**config.mk**
```make
export PLATFORM = sky130hd
export DESIGN_NAME = pgw_queue
export DESIGN_NICKNAME = d
export VERILOG_FILES = /design/src/rtl/core/pgw_pkg.sv /design/src/rtl/core/pgw_queue.sv
export SDC_FILE = /design/constraint.sdc
export NUM_CORES = 1
export LEC_CHECK = 0
export CAP_MARGIN = 20
export CORE_MARGIN = 2
export CORE_UTILIZATION = 58
export CTS_BUF_LIST = sky130_fd_sc_hd__clkbuf_2
export CTS_CLUSTER_DIAMETER = 50
export DETAILED_ROUTE_END_ITERATION = 7
export DONT_BUFFER_PORTS = 1
export PLACE_DENSITY = 0.76
export REMOVE_ABC_BUFFERS = 1
export SLEW_MARGIN = 20
export SYNTH_ARGS = -nofsm -noshare
export SYNTH_HDL_FRONTEND = slang
export SYNTH_SLANG_ARGS = --single-unit
```
**constraint.sdc**
```tcl
create_clock -name clk_i -period 1.99 [get_ports clk_i]
set_input_delay 0.2985 -clock clk_i [delete_from_list [all_inputs] [get_ports clk_i]]
set_output_delay 0.2985 -clock clk_i [all_outputs]
set_load 0.005 [all_outputs]
```
**src/rtl/core/pgw_pkg.sv**
```systemverilog
// Shared types and codes of the planar graphics write unit.
package pgw_pkg;

  // Bus access kinds as they arrive on the mode field.
  localparam logic [1:0] MODE_REG_WRITE = 2'd0;
  localparam logic [1:0] MODE_MEM_READ  = 2'd1;
  localparam logic [1:0] MODE_MEM_WRITE = 2'd2;

  // Register indices in the low byte of a register word.
  localparam logic [7:0] GC_IDX_SR_COLOR   = 8'h00;
  localparam logic [7:0] GC_IDX_SR_ENABLE  = 8'h01;
  localparam logic [7:0] GC_IDX_ROTATE     = 8'h03;
  localparam logic [7:0] GC_IDX_READ_PLANE = 8'h04;
  localparam logic [7:0] GC_IDX_WRITE_MODE = 8'h05;
  localparam logic [7:0] GC_IDX_BIT_MASK   = 8'h08;
  localparam logic [7:0] SEQ_IDX_MAP_MASK  = 8'h02;

  // Write mode codes that the write path carries out.
  localparam logic [1:0] WM_DATA  = 2'd0;
  localparam logic [1:0] WM_LATCH = 2'd1;

  // Entries of the command queue between front and back.
  localparam int unsigned QUEUE_DEPTH = 2;

  typedef enum logic [1:0] {
    OP_NONE  = 2'd0,
    OP_REG   = 2'd1,
    OP_READ  = 2'd2,
    OP_WRITE = 2'd3
  } op_e;

  typedef enum logic [2:0] {
    REG_NONE       = 3'd0,
    REG_SR_COLOR   = 3'd1,
    REG_SR_ENABLE  = 3'd2,
    REG_ROTATE     = 3'd3,
    REG_READ_PLANE = 3'd4,
    REG_WRITE_MODE = 3'd5,
    REG_BIT_MASK   = 3'd6,
    REG_MAP_MASK   = 3'd7
  } reg_e;

  typedef enum logic [1:0] {
    LF_REPLACE = 2'd0,
    LF_AND     = 2'd1,
    LF_OR      = 2'd2,
    LF_XOR     = 2'd3
  } lf_e;

  typedef struct packed {
    op_e         op;
    reg_e        target;
    logic [7:0]  value;
    logic [15:0] addr;
  } cmd_t;

  function automatic logic [7:0] rotate_right8(input logic [7:0] v, input logic [2:0] n);
    logic [15:0] t;
    t = {v, v} >> n;
    return t[7:0];
  endfunction

endpackage

```
**src/rtl/core/pgw_queue.sv**
```systemverilog
// Short command queue that decouples front and back.
module pgw_queue (
  input  logic          clk_i,
  input  logic          rst_ni,
  input  logic          push_i,
  input  pgw_pkg::cmd_t push_cmd_i,
  output logic          full_o,
  input  logic          pop_i,
  output logic          empty_o,
  output pgw_pkg::cmd_t head_o
);
  import pgw_pkg::*;

  localparam int unsigned PtrBits = $clog2(QUEUE_DEPTH);

  cmd_t               entry_q [QUEUE_DEPTH];
  logic [PtrBits-1:0] wr_ptr_q, rd_ptr_q;
  logic [PtrBits:0]   count_q;

  assign full_o  = count_q == (PtrBits + 1)'(QUEUE_DEPTH);
  assign empty_o = count_q == '0;
  assign head_o  = entry_q[rd_ptr_q];

  always_ff @(posedge clk_i) begin
    if (push_i) entry_q[wr_ptr_q] <= push_cmd_i;
  end

  always_ff @(posedge clk_i or negedge rst_ni) begin
    if (!rst_ni) begin
      wr_ptr_q <= '0;
      rd_ptr_q <= '0;
      count_q  <= '0;
    end else begin
      if (push_i) wr_ptr_q <= wr_ptr_q + 1'b1;
      if (pop_i)  rd_ptr_q <= rd_ptr_q + 1'b1;
      if (push_i && !pop_i)      count_q <= count_q + 1'b1;
      else if (pop_i && !push_i) count_q <= count_q - 1'b1;
    end
  end

endmodule

```
==> results.txt <==
----------------------------------------------------
[CTS]
  Clock insertion delay at the later pin of the skew report ... 0.43 ns
  CTS root buffer ... clkbuf_2
  Clock buffers created by TritonCTS ... 9
  TritonCTS clock tree ... built
  Number of resized instances in the post-cts repair step ... 0
  Clock transition at the register clock pins on the worst setup and hold paths after CTS ... 0.15 ns
  Maximum clock path buffer count ... 2
  Number of clock sinks ... 62
  CTS H-tree depth ... 3

[Logic synthesis]
  Mean post-synth cell area ... 22.6 sq um
  Post-synth top flop ... edfxtp_1
  Most instantiated library cell after synthesis ... edfxtp_1
  Post-Synthesis Cell Area ... 2400 sq um
  Synthesized flop and latch total ... 62
  Largest area contributor in the synthesized netlist ... edfxtp_1
  Top cells by count, synth ... 58 x edfxtp_1, 29 x mux2_4, 4 x dfrtp_1, 4 x xor2_1, 3 x buf_6
  Synth Warn # ... 0
  Register area share after synthesis ... 0.768
  Post-synth EDFFs ... 58
  Yosys cell types ... 11
  Cells taking the most area after synthesis ... edfxtp_1 73%, mux2_4 18%, dfrtp_1 4.2%
  Proportion of netlist area held by the largest area contributor ... 0.727
  Ys async rst share ... 0.0645
  Synth Instances ... 106

[Setup path]
  CP required ... 1.69 ns
  Critical path's slowest cell ... dfrtp_2
  Arrival time of data at the critical path endpoint ... 1.58 ns
  Reg-to-reg critical path startpoint ... wr_ptr_q$_DFFE_PN0P_
  Worst Setup Start Kind ... register
  Critical path type ... register to primary output
  Crit-path max FO ... 22
  Worst Path Buf+Inv ... 1
  Largest stage delay, worst path ... 0.57 ns
  Levels on crit path ... 2
  CP delay by family, top ... flip-flops
  Type of element capturing the critical path ... primary output
  Register-to-Register Path Depth ... 2
  Cell breakdown of the critical path ... buf_12, mux2_4
  Crit path launch ... rd_ptr_q$_DFFE_PN0P_

[STA]
  Final period utilization ... 0.946
  Pin slew with the least headroom to its limit ... 0.381 ns
  Headroom to the max-slew limit ... 0.746
  Final hold violation count ... 0
  Setup repair after global routing missed its margin ... false
  Count of final setup violators ... 0
  Worst clock skew ... 0.0148 ns
  Time the worst path needs with I/O delays and setup ... 1.88 ns
  Maximum clock frequency ... 0.531 GHz
  Setup slack after layout ... 0.107 ns
  Final-layout setup total negative slack ... 0 ns
  Number of pins exceeding their max-slew limit in the final report ... 0

[Place]
  Weighted congestion at the end of routability-driven global placement ... 0.659
  Post-placement setup slack ... 0.575 ns
  Number of cells after detailed placement ... 156
  Buffers on Ports ... 0
  Instance area after placement ... 2460 sq um
  Post-detail-place hpwl ... 2210 um

[Power and ir drop]
  Maximum VDD drop ... 0.000809 V
  Tot Pwr ... 3.42 mW
  Static leakage ... 1.09 nW
  Ratio of total power to cell area ... 1190 nW/um^2

[Routing]
  Met2 routed wirelength ... 1960 um
  Number of nets still failing antenna checks after routing ... 0
  Highest layer used for signal routing ... met4
  Drt first pass iters ... 4
  Total Wirelength ... 3580 um
  Final routed wire length divided by cell count ... 17.5 um
  Initial detailed-routing violation count ... 72
  Wire length on met3 ... 245 um
  DRC errors left ... 0
  Met1 Wirelength ... 1330 um
  Total via count in the routed design ... 1045
  Vias per cell ... 5.12

[Floorplan]
  Number of cell rows ... 23
  Core area ... 4000 sq um
  Die Span X ... 68.3 um
  I/O pin count ... 64
  Die area ... 4660 sq um
  Starting density of the core ... 0.599
  Die height ... 68.3 um

[GRT]
  First-pass GRT wire length ... 5180 um
  Total routing usage reported by global routing ... 0.171
  Initial antenna violation count ... 0
  Number of global-route vias before repair ... 1075
  Total gr overflow ... 0
  Pin count of the biggest net entering global routing ... 30

[Finish]
  Layout cell share with drive strength beyond 1 ... 0.318
  Post-Layout Cell Count ... 204
  Total inserted antenna cells ... 0
  Cell area after layout ... 2860 sq um
  Layout net count ... 183
  Area growth from synthesis to final layout ... 19.5%

[Min path]
  Hold depth ... 2
  Class of the tightest hold or removal check ... input pin to register
  Worst hold path startpoint ... push_i

[Outcome]
  Outcome ... finished, final reports clean

[Flow run]
  Maximum Capacitance Violations ... 0

----------------------------------------------------
-- final cells by class --
cell class              instances  area (sq um)
clock inverters                 3          13.8
inverters                       1          3.75
fillers                       241          1140
multi-input cells              40           520
repair buffers                 35           355
well taps                      50          62.6
clock buffers                  13          65.1
flip-flops and latches         62          1840
-- layer usage --
metal,track usage,vias to the layer above
met3,0.0691,5
met2,0.285,37
met5,0,-
met1,0.178,508
li1,-,495
met4,0.113,0
-- cells in the final DEF (no fill, tap or decap) --
master         synthesis  layout
mux2_4                29      29
dlygate4sd3_1          0      32
xor2_1                 4       4
clkinv_1               0       1
dfrtp_1                4       3
inv_1                  1       1
ha_1                   1       1
nor2b_2                0       1
clkbuf_2               0      13
edfxtp_1              58      58
clkinv_2               0       2
dfrtp_2                0       1
buf_4                  0       2
and2_1                 1       1
nor2b_1                2       1
buf_12                 0       1
nor2_1                 2       2
xnor2_1                1       1
-- sequential cells by signal (all words and copies together), names as in the netlist --
| register | cells |
|---|---|
| wr_ptr_q | 1 |
| entry_q | 58 |
| count_q | 2 |
| rd_ptr_q | 1 |
-- path summary, 6_finish.rpt --
kind	end	slack [ns]
setup reg to reg	entry_q[1][6]$_DFFE_PP_	0.70
setup / recovery	head_o[21]	0.11
min in group asynchronous	rd_ptr_q$_DFFE_PN0P_	0.12
max in group asynchronous	count_q[0]$_DFFE_PN0P_	1.69
hold / removal	count_q[0]$_DFFE_PN0P_	0.11
hold reg to reg	count_q[1]$_DFFE_PN0P_	0.51
-- logic make-up (layout without fill, tap and decap cells) --
group	Yosys count	count (layout)	share of synthesized area
xor gates and xnor gates	5	5	0.0183
adders and majority gates	1	1	0.00522
buffers and inverters	4	52	0.0157
DFF	62	62	0.768
muxes	29	29	0.182
and+or+nand+nor	5	5	0.0110
-- per-stage QoR --
| step | hold WS, ns | util |
|---|---|---|
| after global routing | 0.0537 | 0.716 |
| final | 0.111 | 0.716 |
| after global placement | 0.00301 | 0.616 |
| after CTS | 0.0575 | 0.716 |
| after floorplan | 0.00291 | - |
| after detailed placement | 0.00304 | 0.616 |
-- where the power goes --
part | switching, mW | internal (mW) | total [mW]
registers | 0.140 | 1.74 | 1.88
logic | 0.428 | 0.557 | 0.985
clock network | 0.377 | 0.179 | 0.556
-- repair_timing --
action / CTS / global route
endpoints found under the hold margin: 64 / 0
hold buffers: 32 / 0
setup buffers: 0 / 0
setup endpoints to repair: 0 / 0
(Power assumes the default switching activity.)
