==> src/rtl/core/pgw_pkg.sv <==
// Shared types and codes of the planar graphics write unit.
package pgw_pkg;

  // Bus access kinds as they arrive on the mode field.
  localparam logic [1:0] MODE_REG_WRITE = 2'd0;
  localparam logic [1:0] MODE_MEM_READ  = 2'd1;
  localparam logic [1:0] MODE_MEM_WRITE = 2'd2;

  // Register indices in the low byte of a register word.
  localparam logic [7:0] GC_IDX_SR_COLOR   = 8'h00;
  localparam logic [7:0] GC_IDX_SR_ENABLE  = 8'h01;
  localparam logic [7:0] GC_IDX_ROTATE     = 8'h03;
  localparam logic [7:0] GC_IDX_READ_PLANE = 8'h04;
  localparam logic [7:0] GC_IDX_WRITE_MODE = 8'h05;
  localparam logic [7:0] GC_IDX_BIT_MASK   = 8'h08;
  localparam logic [7:0] SEQ_IDX_MAP_MASK  = 8'h02;

  // Write mode codes that the write path carries out.
  localparam logic [1:0] WM_DATA  = 2'd0;
  localparam logic [1:0] WM_LATCH = 2'd1;

  // Entries of the command queue between front and back.
  localparam int unsigned QUEUE_DEPTH = 2;

  typedef enum logic [1:0] {
    OP_NONE  = 2'd0,
    OP_REG   = 2'd1,
    OP_READ  = 2'd2,
    OP_WRITE = 2'd3
  } op_e;

  typedef enum logic [2:0] {
    REG_NONE       = 3'd0,
    REG_SR_COLOR   = 3'd1,
    REG_SR_ENABLE  = 3'd2,
    REG_ROTATE     = 3'd3,
    REG_READ_PLANE = 3'd4,
    REG_WRITE_MODE = 3'd5,
    REG_BIT_MASK   = 3'd6,
    REG_MAP_MASK   = 3'd7
  } reg_e;

  typedef enum logic [1:0] {
    LF_REPLACE = 2'd0,
    LF_AND     = 2'd1,
    LF_OR      = 2'd2,
    LF_XOR     = 2'd3
  } lf_e;

  typedef struct packed {
    op_e         op;
    reg_e        target;
    logic [7:0]  value;
    logic [15:0] addr;
  } cmd_t;

  function automatic logic [7:0] rotate_right8(input logic [7:0] v, input logic [2:0] n);
    logic [15:0] t;
    t = {v, v} >> n;
    return t[7:0];
  endfunction

endpackage

==> src/rtl/core/pgw_front.sv <==
// Front end: classify bus accesses into queue commands.
module pgw_front (
  input  logic            in_valid_i,
  output logic            in_ready_o,
  input  logic [1:0]      mode_i,
  input  logic            port_select_i,
  input  logic [15:0]     byte_address_i,
  input  logic [15:0]     bus_data_i,
  output logic            push_o,
  output pgw_pkg::cmd_t   cmd_o,
  input  logic            full_i
);
  import pgw_pkg::*;

  logic [7:0] idx;
  reg_e       target;

  assign idx = bus_data_i[7:0];

  always_comb begin
    target = REG_NONE;
    if (port_select_i) begin
      if (idx == SEQ_IDX_MAP_MASK) target = REG_MAP_MASK;
    end else begin
      unique case (idx)
        GC_IDX_SR_COLOR:   target = REG_SR_COLOR;
        GC_IDX_SR_ENABLE:  target = REG_SR_ENABLE;
        GC_IDX_ROTATE:     target = REG_ROTATE;
        GC_IDX_READ_PLANE: target = REG_READ_PLANE;
        GC_IDX_WRITE_MODE: target = REG_WRITE_MODE;
        GC_IDX_BIT_MASK:   target = REG_BIT_MASK;
        default:           target = REG_NONE;
      endcase
    end
  end

  always_comb begin
    cmd_o.addr   = byte_address_i;
    cmd_o.target = REG_NONE;
    cmd_o.value  = bus_data_i[7:0];
    unique case (mode_i)
      MODE_REG_WRITE: begin
        cmd_o.op     = OP_REG;
        cmd_o.target = target;
        cmd_o.value  = bus_data_i[15:8];
      end
      MODE_MEM_READ:  cmd_o.op = OP_READ;
      MODE_MEM_WRITE: cmd_o.op = OP_WRITE;
      default:        cmd_o.op = OP_NONE;
    endcase
  end

  assign in_ready_o = !full_i;
  assign push_o     = in_valid_i && !full_i;

endmodule

==> config.mk <==
export PLATFORM = sky130hd
export DESIGN_NAME = pgw_front
export DESIGN_NICKNAME = d
export VERILOG_FILES = /design/src/rtl/core/pgw_pkg.sv /design/src/rtl/core/pgw_front.sv
export SDC_FILE = /design/constraint.sdc
export NUM_CORES = 1
export LEC_CHECK = 0
export BUFFER_PORTS_ARGS = -buffer_cell sky130_fd_sc_hd__buf_2
export CELL_PAD_IN_SITES_DETAIL_PLACEMENT = 1
export CELL_PAD_IN_SITES_GLOBAL_PLACEMENT = 2
export CORE_MARGIN = 5
export CORE_UTILIZATION = 11
export DETAILED_ROUTE_END_ITERATION = 8
export PLACE_DENSITY_LB_ADDON = 0.1
export SLEW_MARGIN = 40
export SYNTH_ARGS = -nofsm -noshare
export SYNTH_HDL_FRONTEND = slang
export SYNTH_SLANG_ARGS = --single-unit
==> constraint.sdc <==
create_clock -name vclk -period 1.15
set_input_delay 0.115 -clock vclk [all_inputs]
set_output_delay 0.115 -clock vclk [all_outputs]
set_load 0.05 [all_outputs]
==> flow_summary.ini, run 1 <==
[detailed_routing]
drtIter0Drc = 16
wl_per_cell_um = 11.8
firstDrtPassIters = 2
dr_total_vias = 471
drc = 0
wl_met1_um = 505
antenna_left = 0
dr_wl_met3_um = 236
drt-vias-per-instance = 3.71
routed_wl_um = 1500
met2_length_um = 749
top_layer_used = met4

[die]
start_util_pct = 11.4
core_area_um2 = 3340
top_level_ports = 68
die_h_um = 68.7
fp-row-count = 21
die_area_um2 = 4720
die_x_um = 68.7

[logic_synthesis]
synthCells = 49
avgSynthCellArea_um2 = 7.74
ys_types = 21
yosysSeqAreaShare_pct = 0
synth_area_um2 = 379
ys_warn_count = 0
syn-num-nets = 88

[critical_path]
crit_path_end_kind = output pin
cp-start-kind = input port
crit_end = cmd_o[24]
path_class = in2out
worstPathRequired_ps = 1030
worstPathMaxFanout = 5
critPathLaunch = port_select_i
worstPathArrival_ps = 1050

[power_and_ir_drop]
vdd_ir_drop_max_mv = 0.196
power_density_nw_per_um2 = 474
power_leakage_uw = 0.000391
p_total_uw = 411

[sta]
period_needed_ps = 1160
tightest_slew_ps = 257
slew_headroom_pct = 83.0
layout_setup_ws_ps = -13.7
hold_viol = 0
rsz0062_at_grt = yes
fin_setup_tns_ps = -19.3
period_share_pct = 101
setup_violations = 2
fmax_mhz = 859
hold-worst-slack_ps = 230
finalMaxSlewViolations = 0

[layout]
drive_above_1_share_pct = 87.7
design.seq.count = 0
seqCellArea_um2 = 0
num-nets-final = 122
num_antenna_cells = 0
area_delta_synth_final_pct = 129
final_util_pct = 26.0
nClkBuffers = 0

[cts]
postCtsHoldBufs = 0

[hold_path]
hold_class = in2out

[status]
status = finished with violations
violations = negative setup slack

[global_route]
track_usage_pct = 5.93
grt_pass1_wl_um = 2260
grt_max_degree = 7
antenna_found_initial = 0
grt_overflow = 0
grt_pass1_vias = 523

[placed_design]
dp_hpwl_um = 1250
pre_cts_ws_ps = -184
io_buffers = 36
place.gp.congestion = 0.693

[flow_run]
maxCapViolations = 0
-- Yosys cell counts --
library cell	instances	area share, %
or2_2	1	1.7
nand2_1	1	0.99
xor2_1	1	2.3
nor3_1	1	1.3
nor2_1	2	2.0
inv_1	3	3.0
nand3b_1	3	5.9
a21oi_1	1	1.3
nor3b_1	1	2.0
a211oi_2	1	3.3
a31oi_1	1	1.7
buf_2	1	1.3
ha_1	2	6.6
and3b_2	1	2.6
a211oi_1	1	2.0
o21bai_1	1	2.0
nor2b_1	1	1.7
buf_4	16	32
mux2_2	8	24
nor4_1	1	1.7
o21ai_0	1	1.3
-- metrics by stage --
| stage | std cells | instance area [um2] |
|---|---|---|
| after floorplan | 49 | 442 |
| after global placement | 126 | 638 |
| after detailed placement | 126 | 638 |
| after CTS | 127 | 763 |
| after global routing | 127 | 867 |
| final | 127 | 867 |
-- cells in the final DEF, fill, tap and decap left out --
cell type  count
buf_12         1
nor2_2         1
inv_1          1
o21bai_2       1
nor3_2         1
a21oi_2        1
nand2_1        1
nor4_4         1
mux2_4         8
nor2_1         1
and3b_2        1
buf_2         20
buf_8          9
a31oi_2        1
nor3b_2        1
a211oi_4       2
nand3b_1       3
nor2b_1        1
xor2_1         1
clkbuf_4       1
inv_8          1
or2_2          1
o21ai_1        1
inv_12         1
buf_6          9
ha_4           1
buf_4          9
ha_1           1
-- per-layer routing --
metal	vias to the layer above	track usage [%]
met5	-	0
met1	225	5.98
met2	26	11.7
met3	4	2.11
li1	216	-
met4	0	0.973
-- worst max-delay path, cell delays in order --
cell and delay [ps]:
buf_2 140, buf_4 150, nand3b_1 200, a211oi_4 260
buf_6 190
-- how the worst min path moves through the flow --
stage | from | end | slack, ps | depth (start not counted)
final | byte_address_i[11] | cmd_o[11] | 230 | 0
after global routing | byte_address_i[7] | cmd_o[7] | 230 | 0
after CTS | byte_address_i[14] | cmd_o[14] | 230 | 0
after detailed placement | byte_address_i[14] | cmd_o[14] | 230 | 0
after global placement | byte_address_i[14] | cmd_o[14] | 230 | 0
after floorplan | bus_data_i[3] | cmd_o[24] | 290 | 1
-- area by class of cell --
cell class,instances,area (um2)
Inverter,3,31.3
Tap cell,46,57.6
Timing Repair Buffer,49,432
Multi-Input combinational cell,29,347
Fill cell,395,2470
-- power by group --
group / switching, uW / total, uW / internal (uW)
clock: 0 / 0 / 0
sequential: 0 / 0 / 0
combinational: 217 / 411 / 194
total: 217 / 411 / 194
-- timing repair --
action	4_1_cts	5_1_grt
endpoints found under the setup margin	11	11
setup buffers	1	0
pin swaps	5	2
resized for setup	33	27
-- logic make-up (layout without fill, tap and decap cells) --
group / after synthesis / after routing / share of synthesized area (%)
fa+ha+maj: 2 / 2 / 6.60
simple gates: 12 / 12 / 19.8
xor+xnor: 1 / 1 / 2.31
compound gates: 6 / 6 / 11.6
buf+inv: 20 / 52 / 36.0
mux: 8 / 8 / 23.8
Note: power is estimated with default switching activity, not from simulation.
==> run 2, diff against run 1 <==
- PLACE_DENSITY: default -> 0.93
- PLACE_DENSITY_LB_ADDON: 0.1 -> default
==> run 2 against run 1 <==
  * The run now ends clean
  * Worst setup slack improved by 14 ps
  * Fmax rose by 1.2%
  * Die area did not move
  * Highest routed layer unchanged
==> flow_summary.ini, run 2 (synthesis gave the netlist of run 1 again) <==
[critical_path]
crit_path_end_kind = output pin
worstPathRequired_ps = 1030
cp-start-kind = input port
path_cells = buf_12 > inv_12 > ha_4 > buf_4 > mux2_2 > buf_6
critPathTopFamily = buffers and inverters
path_class = in2out
worstPathArrival_ps = 1030
worst_path_max_delay_cell = mux2_2
critical_path_depth = 6
path_buf_inv = 4
cpPeakStageDelay_ps = 340
worstPathMaxFanout = 4

[hold_path]
hold_class = in2out
whs_endpoint = cmd_o[15]
min_from = byte_address_i[15]
min_path_cells = 0

[die]
die_h_um = 68.7
core_area_um2 = 3340
die_area_um2 = 4720
die_x_um = 68.7
fp-row-count = 21
start_util_pct = 11.4
top_level_ports = 68

[layout]
nClkBuffers = 0
layout_common_cells = 19 x buf_2, 13 x buf_4, 12 x buf_6
num-nets-final = 123
fillers = 401
final_util_pct = 25.0
multi_input_area_um2 = 323
design.seq.count = 0
drive_above_1_share_pct = 86.6
seqCellArea_um2 = 0
design_area_um2 = 835
final_common_cell = buf_2
area_delta_synth_final_pct = 120
num_antenna_cells = 0

[sta]
slew_headroom_pct = 82.4
rsz0062_at_grt = yes
fmax_mhz = 870
period_share_pct = 100
tightest_slew_ps = 262
setup_violations = 0
finalMaxSlewViolations = 0
hold_viol = 0
period_needed_ps = 1150

[cts]
cts_setup_buffers = 0

[global_route]
grt_pass1_vias = 592
grt_max_degree = 7
antenna_found_initial = 0
track_usage_pct = 7.70
grt_overflow = 0
grt_pass1_wl_um = 2800

[detailed_routing]
antenna_left = 0
drc = 0
dr_total_vias = 479
routed_wl_um = 1770
wl_per_cell_um = 13.8
drtIter0Drc = 10
firstDrtPassIters = 2
drt-vias-per-instance = 3.74

[placed_design]
place.gp.congestion = 0.831
io_buffers = 36
dp_hpwl_um = 1480
postPlaceCellArea_um2 = 646

[flow_run]
maxCapViolations = 0

[power_and_ir_drop]
power_density_nw_per_um2 = 478
vdd_ir_drop_max_mv = 0.237
p_total_uw = 399
power_leakage_uw = 0.000376

[status]
status = completed
[run 2: cell count changes in the layout (fill, tap and decap cells not counted), sizes merged]
cell    before  now
buf         48   50
clkbuf       1    0
[run 2: routing by layer]
metal / track usage [%] / vias up / part of all wire, % / wire, um
li1: - / 217 / - / -
met2: 14.8 / 46 / 47 / 839
met4: 0.730 / 0 / 0.11 / 2
met5: 0 / - / 0 / 0
met3: 2.76 / 2 / 16 / 284
met1: 8.28 / 214 / 36 / 643
[run 2: final cells by class]
cell class	count	share of cell area, %
Multi-Input combinational cell	29	38.7
Inverter	3	3.75
Timing Repair Buffer	50	50.7
Tap cell	46	6.90
[run 2: how the worst max path moves through the flow]
stage,startpoint,endpoint,slack [ps]
after floorplan,mode_i[1],cmd_o[24],-120
after global placement,bus_data_i[5],cmd_o[24],-160
after detailed placement,bus_data_i[5],cmd_o[24],-190
after CTS,mode_i[1],cmd_o[25],-4
after global routing,bus_data_i[5],cmd_o[25],-40
final,mode_i[1],cmd_o[20],0.2
[run 2: timing repair]
| action | in CTS | in global routing |
|---|---|---|
| pin swaps | 1 | 1 |
| gates resized for setup | 38 | 13 |
| endpoints found under the setup margin | 12 | 12 |
| gates cloned | 1 | 0 |
| hold endpoints to repair | 0 | 0 |
| hold buffers | 0 | 0 |
[run 2: metrics by stage]
stage | cells | TNS [ps] | hold slack (ps) | worst slack (ps)
final | 128 | 0 | 230 | 0.230
after global routing | 128 | -161 | 230 | -36.1
after CTS | 128 | -4.37 | 230 | -4.37
after detailed placement | 127 | -1710 | 230 | -189
after global placement | 127 | -1330 | 230 | -163
after floorplan | 49 | -257 | 288 | -121
[run 2: report_power, final]
part / switching [uW] / total (uW) / internal (uW)
clock network: 0 / 0 / 0
logic: 218 / 399 / 181
registers: 0 / 0 / 0
==> run 3, diff against run 2 <==
==> constraint.sdc (replaced) <==
create_clock -name vclk -period 1.15
set_input_delay 0.115 -clock vclk [all_inputs]
set_output_delay 0.115 -clock vclk [all_outputs]
set_load 0.1 [all_outputs]
==> run 3 against run 2 <==
  * The run now ends with negative setup slack left
  * Worst setup slack got worse by 39 ps
  * Hold slack about the same
  * Non-clock buffer count is 4 lower
  * Sequential share of layout area did not move
  * Via count down 5.8%
  * Critical path depth down 1
  * Cell count decreased by 3.1%
  * Clock-buffer cell count did not move
  * Total power grew 47%
  * Largest power group unchanged
==> flow_summary.ini, run 3 (synthesis gave the netlist of run 1 again) <==
[critical_path]
crit_path_end_kind = output pin
worstPathMaxFanout = 3
cp-start-kind = input port
worstPathRequired_ps = 1030
path_class = in2out
worst_path_max_delay_cell = nor4_4
worstPathArrival_ps = 1070
cpPeakStageDelay_ps = 280
path_cells = buf_6 > nor4_4 > a31oi_2 > a211oi_4 > buf_12

[global_route]
track_usage_pct = 6.97
grt_overflow = 0
grt_pass1_wl_um = 2590
grt_max_degree = 9
antenna_found_initial = 0
grt_pass1_vias = 516

[layout]
seqCellArea_um2 = 0
final_common_cell = buf_2
fillers = 400
design.seq.count = 0
multi_input_area_um2 = 353
layout_common_cells = 17 x buf_2, 15 x buf_12, 10 x buf_4
nClkBuffers = 0
drive_above_1_share_pct = 87.2
final_util_pct = 28.5
fin_cells = 124
num_antenna_cells = 0
num-nets-final = 119
area_delta_synth_final_pct = 151

[detailed_routing]
dr_total_vias = 451
routed_wl_um = 1650
firstDrtPassIters = 2
antenna_left = 0
drc = 0
drt-vias-per-instance = 3.64
wl_per_cell_um = 13.3
drtIter0Drc = 16

[die]
start_util_pct = 11.4
die_area_um2 = 4720
die_h_um = 68.7
top_level_ports = 68
die_x_um = 68.7
core_area_um2 = 3340
fp-row-count = 21

[sta]
period_share_pct = 103
layout_setup_ws_ps = -38.7
fin_setup_tns_ps = -76.4
rsz0062_at_grt = yes
finalMaxSlewViolations = 0
hold_viol = 0
hold-worst-slack_ps = 230
tightest_slew_ps = 491
setup_violations = 2
period_needed_ps = 1190
fmax_mhz = 841
slew_headroom_pct = 67.5

[cts]
cts_setup_buffers = 0

[placed_design]
dp.cells = 125
dp_hpwl_um = 1410
place.gp.congestion = 0.722
io_buffers = 36

[hold_path]
min_path_cells = 0
hold_class = in2out
whs_endpoint = cmd_o[11]
min_from = byte_address_i[11]

[power_and_ir_drop]
p_total_uw = 588
power_density_nw_per_um2 = 618
power_leakage_uw = 0.000413
vdd_ir_drop_max_mv = 0.355

[flow_run]
maxCapViolations = 0

[status]
status = finished with violations
violations = negative setup slack
run 3: cell count changes in the layout (fill, tap and decap cells not counted), moves of 2 or more:
cell,previous run,this run
buf_12,1,15
buf_2,19,17
buf_4,13,10
buf_6,12,3
buf_8,5,1
mux2_2,4,0
mux2_4,4,8
run 3: timing repair:
action,4_1_cts,5_1_grt
hold buffers,0,0
pin swaps,6,3
setup endpoints to repair,12,11
endpoints found under the hold margin,0,0
gates resized for setup,20,10
run 3: how the worst max path moves through the flow:
stage,start,end,slack [ps],cells after the start
5_1_grt,bus_data_i[0],cmd_o[24],-100,5
3_3_place_gp,mode_i[1],cmd_o[24],-170,7
4_1_cts,mode_i[0],cmd_o[24],-50,7
2_1_floorplan,mode_i[1],cmd_o[24],-510,5
6_report,bus_data_i[0],cmd_o[24],-40,5
3_5_place_dp,mode_i[1],cmd_o[24],-170,7
run 3: cell type report:
cell class         count  area share, %
repair buffers        46           53.6
multi-input cells     29           37.1
well taps             46           6.05
inverters              3           3.29
run 3: worst max-delay path: cells and delay by family:
kind | cells | cell delay (ps)
AO/OA/AOI/OAI | 2 | 360
buffers and inverters | 2 | 310
AND/OR/NAND/NOR | 1 | 280
run 3: through the flow:
step	worst slack, ps	area (um2)
after detailed placement	-173	848
final	-38.7	951
after global placement	-173	848
after floorplan	-510	452
after CTS	-49.3	912
after global routing	-96.8	951
run 3: metal layers:
metal,vias to the layer above,GRT usage [%],wire [um]
met2,35,12.4,732
li1,210,-,-
met3,6,3.24,291
met1,200,7.32,616
met4,0,1.95,12
met5,-,0,0
run 3: power by group:
group | leakage, uW | total [uW] | internal (uW) | switching (uW)
sequential | 0 | 0 | 0 | 0
clock | 0 | 0 | 0 | 0
combinational | 0.000413 | 588 | 236 | 352
total | 0.000413 | 588 | 236 | 352
